### config.mk
export PLATFORM = sky130hd
export DESIGN_NAME = mini_format_integer_printer_core
export DESIGN_NICKNAME = d
export VERILOG_FILES = /design/src/hw/rtl/mfip_pkg.sv /design/src/hw/rtl/mfip_digit_unit.sv /design/src/hw/rtl/mini_format_integer_printer_core.sv
export SDC_FILE = /design/constraint.sdc
export NUM_CORES = 1
export LEC_CHECK = 0
export ABC_AREA = 1
export BUFFER_PORTS_ARGS = -buffer_cell sky130_fd_sc_hd__buf_2
export CAP_MARGIN = 15
export CORE_UTILIZATION = 42
export DETAILED_ROUTE_END_ITERATION = 12
export HOLD_SLACK_MARGIN = 0.05
export PLACE_DENSITY = 0.59
export SLEW_MARGIN = 20
export SYNTH_ARGS = -nofsm -noshare
export SYNTH_HDL_FRONTEND = slang
export SYNTH_SLANG_ARGS = --single-unit
### constraint.sdc
create_clock -name clk -period 4.6 [get_ports clk]
set_input_delay 0 -clock clk [delete_from_list [all_inputs] [get_ports clk]]
set_output_delay 0 -clock clk [all_outputs]
set_load 0.005 [all_outputs]
### src/hw/rtl/mfip_pkg.sv
`timescale 1ns / 1ps

package mfip_pkg;

  // Field layout of one item on each channel.
  typedef struct packed {
    logic [7:0]         format_char;
    logic signed [31:0] arg_value;
  } in_item_t;

  typedef struct packed {
    logic [7:0] out_char;
    logic       last_of_run;
  } out_item_t;

  // ASCII codes the sequencer recognizes or emits.
  localparam logic [7:0] CH_NUL    = 8'h00;
  localparam logic [7:0] CH_DOLLAR = 8'h24;
  localparam logic [7:0] CH_PCT    = 8'h25;
  localparam logic [7:0] CH_MINUS  = 8'h2d;
  localparam logic [7:0] CH_ZERO   = 8'h30;
  localparam logic [7:0] CH_LC_A   = 8'h61;
  localparam logic [7:0] CH_LC_B   = 8'h62;
  localparam logic [7:0] CH_LC_D   = 8'h64;
  localparam logic [7:0] CH_LC_X   = 8'h78;

  // Digit register sizing: ten BCD digits cover any 32-bit magnitude.
  localparam int MAG_W      = 32;
  localparam int BCD_DIGITS = 10;
  localparam int DIG_W      = 4 * BCD_DIGITS;
  localparam int CNT_W      = 6;

  localparam logic [CNT_W-1:0] CNT_DEC    = CNT_W'(BCD_DIGITS);
  localparam logic [CNT_W-1:0] CNT_HEX    = CNT_W'(MAG_W / 4);
  localparam logic [CNT_W-1:0] CNT_BIN    = CNT_W'(MAG_W);
  localparam logic [CNT_W-1:0] CNT_DABBLE = CNT_W'(MAG_W);

  typedef enum logic [1:0] {
    CONV_DEC,
    CONV_HEX,
    CONV_BIN,
    CONV_DOLLAR
  } conv_t;

  typedef enum logic [1:0] {
    DOP_HOLD,
    DOP_LOAD,
    DOP_DABBLE,
    DOP_SHIFT
  } dop_t;

  // Command from the sequencer to the digit unit.
  typedef struct packed {
    dop_t             op;
    conv_t            conv;
    logic [MAG_W-1:0] mag;
  } dig_cmd_t;

  // Status returned by the digit unit.
  typedef struct packed {
    logic [3:0] top_digit;
    logic       top_zero;
    logic       cnt_one;
  } dig_stat_t;

  typedef enum logic [3:0] {
    S_IDLE,
    S_PCT,
    S_ECHO,
    S_DABBLE,
    S_SKIP,
    S_SIGN,
    S_PRE0,
    S_PRE1,
    S_DIGIT
  } state_t;

  // Maps a digit value to its character from "0123456789abcdef".
  function automatic logic [7:0] digit_char(input logic [3:0] d);
    logic [7:0] d8;
    d8 = {4'b0000, d};
    if (d < 4'd10) begin
      return CH_ZERO + d8;
    end else begin
      return CH_LC_A + d8 - 8'd10;
    end
  endfunction

endpackage

### src/hw/rtl/mfip_digit_unit.sv
`timescale 1ns / 1ps

// Shared digit engine. It converts a magnitude to BCD one bit per cycle
// (shift and add-3), and shifts the digit register left by one digit (one bit in binary
// mode) per cycle, for leading-zero removal and for emission.
module mfip_digit_unit (
  input  logic                clk,
  input  logic                rst,
  input  mfip_pkg::dig_cmd_t  cmd,
  output mfip_pkg::dig_stat_t stat
);

  logic [mfip_pkg::DIG_W-1:0] dig;
  logic [mfip_pkg::MAG_W-1:0] src;
  logic [mfip_pkg::CNT_W-1:0] cnt;
  logic                       bin;
  logic [mfip_pkg::DIG_W-1:0] adj;
  logic                       cnt_one;

  always_comb begin
    for (int i = 0; i < mfip_pkg::BCD_DIGITS; i++) begin
      if (dig[4*i +: 4] >= 4'd5) begin
        adj[4*i +: 4] = dig[4*i +: 4] + 4'd3;
      end else begin
        adj[4*i +: 4] = dig[4*i +: 4];
      end
    end
  end

  assign cnt_one = (cnt == mfip_pkg::CNT_W'(1));

  always_comb begin
    if (bin) begin
      stat.top_digit = {3'b000, dig[mfip_pkg::DIG_W-1]};
    end else begin
      stat.top_digit = dig[mfip_pkg::DIG_W-1 -: 4];
    end
    stat.top_zero = (stat.top_digit == 4'd0);
    stat.cnt_one  = cnt_one;
  end

  // Control: digit count and radix mode.
  always_ff @(posedge clk) begin
    if (rst) begin
      cnt <= '0;
      bin <= 1'b0;
    end else begin
      case (cmd.op)
        mfip_pkg::DOP_LOAD: begin
          bin <= (cmd.conv == mfip_pkg::CONV_BIN);
          case (cmd.conv)
            mfip_pkg::CONV_HEX: cnt <= mfip_pkg::CNT_HEX;
            mfip_pkg::CONV_BIN: cnt <= mfip_pkg::CNT_BIN;
            default:            cnt <= mfip_pkg::CNT_DABBLE;
          endcase
        end
        mfip_pkg::DOP_DABBLE: begin
          cnt <= cnt_one ? mfip_pkg::CNT_DEC : cnt - mfip_pkg::CNT_W'(1);
        end
        mfip_pkg::DOP_SHIFT: begin
          cnt <= cnt - mfip_pkg::CNT_W'(1);
        end
        default: begin
        end
      endcase
    end
  end

  // Payload: digit and source shift registers.
  always_ff @(posedge clk) begin
    case (cmd.op)
      mfip_pkg::DOP_LOAD: begin
        if (cmd.conv == mfip_pkg::CONV_HEX || cmd.conv == mfip_pkg::CONV_BIN) begin
          dig <= {cmd.mag, {(mfip_pkg::DIG_W - mfip_pkg::MAG_W){1'b0}}};
        end else begin
          dig <= '0;
        end
        src <= cmd.mag;
      end
      mfip_pkg::DOP_DABBLE: begin
        {dig, src} <= {adj[mfip_pkg::DIG_W-2:0], src, 1'b0};
      end
      mfip_pkg::DOP_SHIFT: begin
        if (bin) begin
          dig <= {dig[mfip_pkg::DIG_W-2:0], 1'b0};
        end else begin
          dig <= {dig[mfip_pkg::DIG_W-5:0], 4'b0000};
        end
      end
      default: begin
      end
    endcase
  end

endmodule

### src/hw/rtl/mini_format_integer_printer_core.sv
`timescale 1ns / 1ps

// Channel   Direction  Handshake              Item
// --------  ---------  ---------------------  -------------------------------
// in        input      in_valid / in_ready    format_char, arg_value
// out       output     out_valid / out_ready  out_char, last_of_run
//
// An item is accepted only in the idle state, and that cycle is its first one. A plain byte or
// an unknown conversion then takes 1 cycle per emitted character; a lone percent takes no more.
// A decimal conversion first runs the BCD conversion. Every conversion then drops up
// to 9 (decimal), 7 (hex) or 31 (binary) leading zeros, one per cycle, and then emits
// 1 character per cycle (sign, prefix, digits). A stalled output holds the
// sequencer; reset (rst, synchronous) clears the percent flag and empties the output register.
module mini_format_integer_printer_core (
  input  logic                clk,
  input  logic                rst,
  input  logic                in_valid,
  output logic                in_ready,
  input  mfip_pkg::in_item_t  in_item,
  output logic                out_valid,
  input  logic                out_ready,
  output mfip_pkg::out_item_t out_item
);

  mfip_pkg::state_t    state;
  mfip_pkg::state_t    state_next;
  logic                pending;
  logic                pending_next;
  mfip_pkg::conv_t     conv;
  logic                neg;
  logic [7:0]          echo_char;
  logic                echo_after;

  // Decode of the incoming item.
  logic                in_fire;
  logic [7:0]          fc;
  logic                is_num;
  mfip_pkg::conv_t     in_conv;
  logic [31:0]         arg_raw;
  logic                arg_neg;
  logic [31:0]         arg_mag;

  // Emission and digit unit control.
  logic                emit_ok;
  logic                emit;
  mfip_pkg::out_item_t emit_item;
  mfip_pkg::dig_cmd_t  ucmd;
  mfip_pkg::dig_stat_t ustat;

  assign in_ready = (state == mfip_pkg::S_IDLE);
  assign in_fire  = in_valid && in_ready;
  assign fc       = in_item.format_char;
  assign arg_raw  = in_item.arg_value;
  assign arg_neg  = arg_raw[31];
  assign arg_mag  = arg_neg ? (32'd0 - arg_raw) : arg_raw;
  assign emit_ok  = !out_valid || out_ready;

  // A conversion letter only counts when a percent sign is pending.
  always_comb begin
    is_num  = 1'b1;
    in_conv = mfip_pkg::CONV_DEC;
    case (fc)
      mfip_pkg::CH_LC_D:   in_conv = mfip_pkg::CONV_DEC;
      mfip_pkg::CH_LC_X:   in_conv = mfip_pkg::CONV_HEX;
      mfip_pkg::CH_LC_B:   in_conv = mfip_pkg::CONV_BIN;
      mfip_pkg::CH_DOLLAR: in_conv = mfip_pkg::CONV_DOLLAR;
      default:             is_num  = 1'b0;
    endcase
    if (!pending) begin
      is_num = 1'b0;
    end
  end

  // Next state.
  always_comb begin
    state_next   = state;
    pending_next = pending;
    case (state)
      mfip_pkg::S_IDLE: begin
        if (in_fire) begin
          if (pending) begin
            pending_next = 1'b0;
            if (is_num) begin
              if (in_conv == mfip_pkg::CONV_HEX || in_conv == mfip_pkg::CONV_BIN) begin
                state_next = mfip_pkg::S_SKIP;
              end else begin
                state_next = mfip_pkg::S_DABBLE;
              end
            end else begin
              state_next = mfip_pkg::S_PCT;
            end
          end else if (fc == mfip_pkg::CH_PCT) begin
            pending_next = 1'b1;
          end else if (fc != mfip_pkg::CH_NUL) begin
            state_next = mfip_pkg::S_ECHO;
          end
        end
      end
      mfip_pkg::S_PCT: begin
        if (emit_ok) begin
          state_next = echo_after ? mfip_pkg::S_ECHO : mfip_pkg::S_IDLE;
        end
      end
      mfip_pkg::S_ECHO: begin
        if (emit_ok) begin
          state_next = mfip_pkg::S_IDLE;
        end
      end
      mfip_pkg::S_DABBLE: begin
        if (ustat.cnt_one) begin
          state_next = mfip_pkg::S_SKIP;
        end
      end
      mfip_pkg::S_SKIP: begin
        if (!ustat.top_zero || ustat.cnt_one) begin
          if (neg) begin
            state_next = mfip_pkg::S_SIGN;
          end else if (conv == mfip_pkg::CONV_DEC) begin
            state_next = mfip_pkg::S_DIGIT;
          end else begin
            state_next = mfip_pkg::S_PRE0;
          end
        end
      end
      mfip_pkg::S_SIGN: begin
        if (emit_ok) begin
          state_next = (conv == mfip_pkg::CONV_DEC) ? mfip_pkg::S_DIGIT : mfip_pkg::S_PRE0;
        end
      end
      mfip_pkg::S_PRE0: begin
        if (emit_ok) begin
          state_next = (conv == mfip_pkg::CONV_DOLLAR) ? mfip_pkg::S_DIGIT : mfip_pkg::S_PRE1;
        end
      end
      mfip_pkg::S_PRE1: begin
        if (emit_ok) begin
          state_next = mfip_pkg::S_DIGIT;
        end
      end
      mfip_pkg::S_DIGIT: begin
        if (emit_ok && ustat.cnt_one) begin
          state_next = mfip_pkg::S_IDLE;
        end
      end
      default: begin
        state_next = mfip_pkg::S_IDLE;
      end
    endcase
  end

  // Outputs of the sequencer: the character to emit and the digit unit command.
  always_comb begin
    emit                  = 1'b0;
    emit_item.out_char    = mfip_pkg::CH_PCT;
    emit_item.last_of_run = 1'b0;
    ucmd.op               = mfip_pkg::DOP_HOLD;
    ucmd.conv             = in_conv;
    ucmd.mag              = arg_mag;
    case (state)
      mfip_pkg::S_IDLE: begin
        if (in_fire && is_num) begin
          ucmd.op = mfip_pkg::DOP_LOAD;
        end
      end
      mfip_pkg::S_PCT: begin
        emit                  = emit_ok;
        emit_item.out_char    = mfip_pkg::CH_PCT;
        emit_item.last_of_run = !echo_after;
      end
      mfip_pkg::S_ECHO: begin
        emit                  = emit_ok;
        emit_item.out_char    = echo_char;
        emit_item.last_of_run = 1'b1;
      end
      mfip_pkg::S_DABBLE: begin
        ucmd.op = mfip_pkg::DOP_DABBLE;
      end
      mfip_pkg::S_SKIP: begin
        if (ustat.top_zero && !ustat.cnt_one) begin
          ucmd.op = mfip_pkg::DOP_SHIFT;
        end
      end
      mfip_pkg::S_SIGN: begin
        emit               = emit_ok;
        emit_item.out_char = mfip_pkg::CH_MINUS;
      end
      mfip_pkg::S_PRE0: begin
        emit = emit_ok;
        if (conv == mfip_pkg::CONV_DOLLAR) begin
          emit_item.out_char = mfip_pkg::CH_DOLLAR;
        end else begin
          emit_item.out_char = mfip_pkg::CH_ZERO;
        end
      end
      mfip_pkg::S_PRE1: begin
        emit = emit_ok;
        if (conv == mfip_pkg::CONV_BIN) begin
          emit_item.out_char = mfip_pkg::CH_LC_B;
        end else begin
          emit_item.out_char = mfip_pkg::CH_LC_X;
        end
      end
      mfip_pkg::S_DIGIT: begin
        emit                  = emit_ok;
        emit_item.out_char    = mfip_pkg::digit_char(ustat.top_digit);
        emit_item.last_of_run = ustat.cnt_one;
        if (emit_ok) begin
          ucmd.op = mfip_pkg::DOP_SHIFT;
        end
      end
      default: begin
      end
    endcase
  end

  // The shared digit engine does the BCD conversion and all digit shifting.
  mfip_digit_unit u_digit (
    .clk  (clk),
    .rst  (rst),
    .cmd  (ucmd),
    .stat (ustat)
  );

  // Control registers.
  always_ff @(posedge clk) begin
    if (rst) begin
      state   <= mfip_pkg::S_IDLE;
      pending <= 1'b0;
    end else begin
      state   <= state_next;
      pending <= pending_next;
    end
  end

  // Per-item context, captured when the item is accepted.
  always_ff @(posedge clk) begin
    if (in_fire) begin
      conv       <= in_conv;
      neg        <= arg_neg;
      echo_char  <= fc;
      echo_after <= (fc != mfip_pkg::CH_NUL);
    end
  end

  // Output register: it holds one character; while it is full and the
  // consumer stalls, the sequencer waits in its emitting state.
  always_ff @(posedge clk) begin
    if (rst) begin
      out_valid <= 1'b0;
    end else if (emit) begin
      out_valid <= 1'b1;
    end else if (out_ready) begin
      out_valid <= 1'b0;
    end
  end

  always_ff @(posedge clk) begin
    if (emit) begin
      out_item <= emit_item;
    end
  end

  // The final character of a run always returns the sequencer to idle.
  a_last_to_idle: assert property (@(posedge clk) disable iff (rst)
    emit && emit_item.last_of_run |=> state == mfip_pkg::S_IDLE)
    else $error("last character did not end the run");

  // Any earlier character leaves more work for the same item.
  a_not_last_busy: assert property (@(posedge clk) disable iff (rst)
    emit && !emit_item.last_of_run |=> state != mfip_pkg::S_IDLE)
    else $error("run ended without a last character");

  // The pending percent flag only moves when an item is accepted.
  a_pending_hold: assert property (@(posedge clk) disable iff (rst)
    !in_fire |=> pending == $past(pending))
    else $error("percent flag changed without an accepted item");

  // Decimal digits coming out of the BCD converter stay in range.
  a_bcd_range: assert property (@(posedge clk) disable iff (rst)
    state == mfip_pkg::S_DIGIT &&
    (conv == mfip_pkg::CONV_DEC || conv == mfip_pkg::CONV_DOLLAR)
    |-> ustat.top_digit <= 4'd9)
    else $error("decimal digit out of range");

endmodule
==> flow_summary.ini, run 1 <==
[routing]
drtPass1Iterations = 5
drc = 0
ant_nets = 0
vias_per_cell = 5.11
drt_iter0_drc = 417
drt_wl_total_mm = 18.4
routedWlPerCell_um = 14.2
vias = 6634

[clock_tree]
cts_max_path_buffers = 2
worst_skew_pair.late_latency_ns = 0.36
cts_tree = done
post_cts_buffers = 0
root_buffer = clkbuf_16
cts-resized-gates = 0
cts_hold_buf = 14
numCtsBuffers = 9
path_clk_slew_ns = 0.08
clock_sinks = 106
htreeDepth = 3

[power]
max-vdd-ir-drop_v = 0.000189
power.total_w = 0.00207
p_int_w = 0.00153
power_frac_seq = 0.518
combPwrFrac = 0.105
power.net_switching_w = 0.000546
p_leak_nw = 3.82
clockPowerShare = 0.376
pwr_density_cell_mw_per_mm2 = 246
p_sw_frac = 0.263

[yosys]
ys.flop_type = edfxtp_1
ys_warn_count = 0
synth_nets = 1083
synth_area_mm2 = 0.00749
ys_ff_latch = 106
synthArstFlopShare = 0
synth_cell_types = 40
synth_area_per_cell_um2 = 7.43
postSynthCellCount = 1008
synth_edf_count = 93
synth-seq-area-share = 0.408

[timing]
report.final.slew_viol_count = 0
setup_violations = 0
fmax_ghz = 0.289
rsz0062_at_grt = false
slew_headroom = 0.449
timing.final.hold_violations = 0
max_slew.worst_pin.slew_ns = 0.821
finClkSkew_ns = 0.0160
period_share = 0.753
period_needed_ns = 3.46
finalWorstSetupSlack_ns = 1.14
final.setup.tns_ns = 0

[setup_path]
rr_endpoint = u_digit.dig[39]$_DFFE_PP_
cp-start-kind = flop
rrSetupSlack_ns = 1.14
crit_end = u_digit.dig[39]$_DFFE_PP_
r2r_start = u_digit.bin$_SDFFE_PP0N_
end_kind = flop
worstPathRequired_ns = 4.80
worstSetupPathType = flop to flop
startpoint = u_digit.bin$_SDFFE_PP0N_
rr_worst_depth = 18
worstPathMaxFanout = 29
crit_arrival_ns = 3.66

[job]
drv_cap = 0

[cells_and_area]
final_nets = 1142
antennaDiodeCount = 0
fin_area_mm2 = 0.00844
fin_util = 0.486
syn_to_final_growth_pct = 12.7
layout-drive-gt1-share = 0.114

[floorplan]
coreArea_mm2 = 0.0174
rows = 48
fp.dieW_um = 136
die_h_um = 136
io_pins = 55
design.die.area_mm2 = 0.0184
start_util = 0.432

[grt]
grt_util_met3 = 0.0363
grt_antenna_before_repair = 0
globalRouteMet2Util = 0.372
grt_max_degree = 50
grt.busiest_layer = met2
grt_pass1_vias = 6313
grt_overflow = 0
grt_first_pass_wirelength_mm = 30.8
grt_use_total = 0.213
use_met1 = 0.276

[placed_design]
dpl_cell_area_mm2 = 0.00801
hpwlAfterDp_mm = 13.5
pre_cts_slack_ns = 1.17
gp_congestion = 0.895
port_buffers = 54

[outcome]
outcome = finished, final reports clean

[hold_path]
hold_path_startpoint = in_item[7]
hold_path_class = input pin to flop
[per-stage QoR]
stage / hold slack, ns / cells
after floorplan: 0.0989 / 1008
after global placement: 0.208 / 1267
after detailed placement: 0.209 / 1267
after CTS: 0.0698 / 1297
after global routing: 0.0962 / 1297
final: 0.0898 / 1297
[registers in the layout, indices dropped and copies added (netlist names)]
| name | cells |
|---|---|
| echo_char | 8 |
| echo_after | 1 |
| u_digit.bin | 1 |
| neg | 1 |
| state | 4 |
| out_valid | 1 |
| conv | 2 |
| u_digit.src | 32 |
| pending | 1 |
| u_digit.cnt | 6 |
| out_item | 9 |
| u_digit.dig | 40 |
[worst min path at each step]
stage | cells after the start | endpoint
finish | 4 | u_digit.src[7]$_DFFE_PP_
global route | 3 | u_digit.src[27]$_DFFE_PP_
CTS | 3 | u_digit.src[27]$_DFFE_PP_
detailed placement | 1 | echo_char[7]$_DFFE_PN_
global placement | 1 | echo_char[7]$_DFFE_PN_
floorplan | 0 | echo_char[0]$_DFFE_PN_
[area by class of cell]
cell class,count,area (um^2)
clock inverter,7,65.1
fill,1731,8910
clock buffer,9,225
inverter,145,544
tap,225,282
timing repair buffer,78,498
multi-input combinational,727,3770
sequential,106,3050
[cells in the mapped netlist, types with 4 or more instances]
library cell,count,area (um^2)
a21oi_1,70,350
o211ai_1,7,52.6
inv_2,4,15.0
nand4_1,10,62.6
nor2_4,7,78.8
ha_1,31,388
o22ai_1,4,25.0
a31oi_1,4,25.0
buf_1,6,22.5
nand2_1,248,931
inv_1,140,526
xor2_1,27,236
nor2_1,90,338
a22oi_1,5,37.5
dfxtp_1,13,260
nor3_1,7,35.0
nand3_1,70,350
o21ai_0,101,505
a21oi_2,4,35.0
clkbuf_1,18,67.6
nand2_2,12,75.1
nor2_2,6,37.5
buf_2,5,25.0
edfxtp_1,93,2790
[metal layers]
layer / routed length [um] / share of wire
met3: 632 / 0.034
met4: 165 / 0.0089
met2: 8890 / 0.48
met5: 0 / 0
met1: 8770 / 0.48
[worst max-delay path: stages (launching register included)]
cell      delay, ns
dfxtp_1        0.48
buf_4          0.26
clkinv_1       0.10
nand2_1        0.11
ha_1           0.18
inv_1          0.05
nor2_1         0.13
nand2_1        0.07
nor2_1         0.22
a21oi_1        0.09
o21ai_0        0.20
inv_1          0.13
ha_2           0.22
nor2_1         0.20
inv_1          0.11
nor2_2         0.09
buf_4          0.33
inv_1          0.15
o21ai_0        0.19
[cell families (layout without fill, tap and decap cells)]
| group | after synthesis | in the layout | synth area share |
|---|---|---|---|
| and+or+nand+nor | 457 | 457 | 0.264 |
| AOI/OAI and AO/OA | 209 | 209 | 0.153 |
| buffers and inverters | 175 | 239 | 0.0890 |
| DFF | 106 | 106 | 0.408 |
| adders and majority gates | 31 | 31 | 0.0518 |
| xor gates and xnor gates | 30 | 30 | 0.0351 |
[power by group through the flow]
stage	sequential [W]	clock (W)	combinational (W)
after floorplan	0.00110	0	0.000135
after global placement	0.00110	0	0.000212
after detailed placement	0.00110	0	0.000212
after CTS	0.00107	0.000797	0.000221
after global routing	0.00108	0.000834	0.000252
final	0.00107	0.000780	0.000218
[placed cells by master, fill, tap and decap left out, drive strengths merged, types with 4 or more instances in the layout]
cell type,instances
a21oi,74
a22oi,5
a31oi,4
buf,64
clkbuf,9
clkinv,4
dfxtp,13
dlygate4sd3,14
edfxtp,93
ha,31
inv,147
nand2,262
nand3,71
nand4,10
nor2,103
nor3,7
o211ai,7
o21ai,107
o22ai,4
xor2,27
Power figures use the tool's default switching activity.
==> run 2: changes to the inputs <==
==> constraint.sdc (replaced) <==
create_clock -name clk -period 3.2 [get_ports clk]
set_input_delay 0 -clock clk [delete_from_list [all_inputs] [get_ports clk]]
set_output_delay 0 -clock clk [all_outputs]
set_load 0.005 [all_outputs]
==> run 2 against run 1 <==
Cell count grew 0.15%. Setup slack lost 0.77 ns. Highest routed layer unchanged. Flip-flop and latch count is the same. First-iteration DRC count grew 22%. Sequential power grew 45%. Combinational power grew 45%. Utilization grew 0.45 points. Die area is the same. Global-route usage grew 0.23 points. Via count grew 0.39%. Non-clock buffer count grew 2. Largest cell class unchanged.
==> flow_summary.ini, run 2 (synthesis gave the netlist of run 1 again) <==
[outcome]
outcome = finished, final reports clean

[floorplan]
fp.dieW_um = 136
rows = 48
design.die.area_mm2 = 0.0184
die_h_um = 136
io_pins = 55
start_util = 0.432
coreArea_mm2 = 0.0174

[cells_and_area]
antennaDiodeCount = 0
syn_to_final_growth_pct = 13.8
layout_common_cells = nand2_1, inv_1, o21ai_0
top_regs = u_digit.dig x40, u_digit.src x32, out_item x9
layout_commonest_cell = nand2_1
ff_latch_area_mm2 = 0.00305
final_nets = 1144
fin_util = 0.491
fin_area_mm2 = 0.00852
largest-register = u_digit.dig
layout-drive-gt1-share = 0.119
nFillCells = 1704
largest_reg_flops = 40
multi_input_area_mm2 = 0.00378

[setup_path]
crit_end = u_digit.dig[39]$_DFFE_PP_
worstPathRequired_ns = 3.40
worstSetupPathType = flop to flop
worstPathMaxFanout = 29
rr_worst_depth = 18
r2r_start = u_digit.dig[39]$_DFFE_PP_
rr_endpoint = u_digit.dig[39]$_DFFE_PP_
rrSetupSlack_ns = 0.37
crit_arrival_ns = 3.04
cp-start-kind = flop
startpoint = u_digit.dig[39]$_DFFE_PP_
end_kind = flop

[clock_tree]
numCtsBuffers = 9
root_buffer = clkbuf_16
path_clk_slew_ns = 0.08
worst_skew_pair.late_latency_ns = 0.36
cts_max_path_buffers = 2
clock_sinks = 106
cts_tree = done
htreeDepth = 3
post_cts_buffers = 0

[grt]
grt_max_degree = 58
grt_overflow = 0
grt_pass1_vias = 6255
grt_antenna_before_repair = 0
grt_first_pass_wirelength_mm = 31.0
grt_use_total = 0.216

[timing]
fmax_ghz = 0.353
hold_ws_ns = 0.0500
period_needed_ns = 2.83
slew_headroom = 0.527
finClkSkew_ns = 0.00692
setup_violations = 0
timing.final.hold_violations = 0
period_share = 0.886
max_slew.worst_pin.slew_ns = 0.709
rsz0062_at_grt = false
final.setup.tns_ns = 0
report.final.slew_viol_count = 0

[routing]
drc = 0
routedWlPerCell_um = 14.3
wl_met1_mm = 8.70
wl_met2_mm = 8.99
dr.max_layer_used = met4
ant_nets = 0
met3RoutedLength_um = 669
vias = 6660
drtPass1Iterations = 5
drt_iter0_drc = 509
vias_per_cell = 5.13
drt_wl_total_mm = 18.6

[power]
max-vdd-ir-drop_v = 0.000246
pwr_density_cell_mw_per_mm2 = 355
p_leak_nw = 3.84

[placed_design]
hpwlAfterDp_mm = 13.5
port_buffers = 54
gp_congestion = 0.845
dpl_cell_area_mm2 = 0.00810

[job]
drv_cap = 0

[hold_path]
hold_path_class = input pin to flop
[run 2: cell types whose count changed in the layout (fill, tap and decap cells not counted), sizes merged]
cell         delta
buf             +4
bufinv          +1
clkinvlp        +2
dlygate4sd3     -2
inv             -3
[run 2: cell type report]
| class | instances | area share |
|---|---|---|
| clock inverter | 7 | 0.00896 |
| sequential | 106 | 0.358 |
| clock buffer | 9 | 0.0264 |
| inverter | 145 | 0.0643 |
| timing repair buffer | 80 | 0.0655 |
| tap | 225 | 0.0330 |
| multi-input combinational | 727 | 0.443 |
[run 2: how the worst min path moves through the flow]
stage	start	end	slack (ns)	depth (start not counted)
after detailed placement	in_item[39]	echo_char[7]$_DFFE_PN_	0.21	1
after floorplan	in_item[32]	echo_char[0]$_DFFE_PN_	0.1	0
after global routing	in_item[0]	u_digit.src[0]$_SDFFCE_PP0P_	0.08	3
final	in_item[0]	u_digit.src[0]$_SDFFCE_PP0P_	0.05	3
after CTS	in_item[0]	u_digit.src[0]$_SDFFCE_PP0P_	0.05	3
after global placement	in_item[39]	echo_char[7]$_DFFE_PN_	0.21	1
[run 2: through the flow]
step | std cells | power [W] | worst slack [ns]
6_report | 1299 | 0.00303 | 0.365
5_1_grt | 1299 | 0.00314 | 0.0633
4_1_cts | 1299 | 0.00306 | 0.170
3_5_place_dp | 1271 | 0.00188 | 0.191
3_3_place_gp | 1271 | 0.00188 | 0.322
2_1_floorplan | 1008 | 0.00177 | 0.0345
[run 2: metal layers]
layer	track usage	vias up
li1	-	3443
met1	0.284	3072
met2	0.370	131
met3	0.0296	14
met4	0.0543	0
met5	0	-
[run 2: repair_timing]
item,CTS,global route
hold buffers,12,0
gates resized for setup,0,3
hold endpoints to repair,17,0
setup endpoints to repair,0,12
[run 2: critical path, cell delays in order, from the launching register on]
cell and delay, ns:
edfxtp_1 0.42, inv_1 0.12, nand2_1 0.05, o21ai_1 0.11, ha_1 0.19, inv_1 0.05, nor2_1 0.12, nand2_1 0.06
nor2_1 0.12, a21oi_1 0.08, o21ai_2 0.11, inv_1 0.09, ha_2 0.21, nor2_1 0.19, inv_1 0.10, nor2_2 0.14
buf_12 0.20, inv_1 0.11, o21ai_0 0.17
[run 2: report_power, final]
group,internal [W],switching (W)
Combinational,0.000112,0.000204
Clock,0.000614,0.000551
Sequential,0.00153,0.0000120
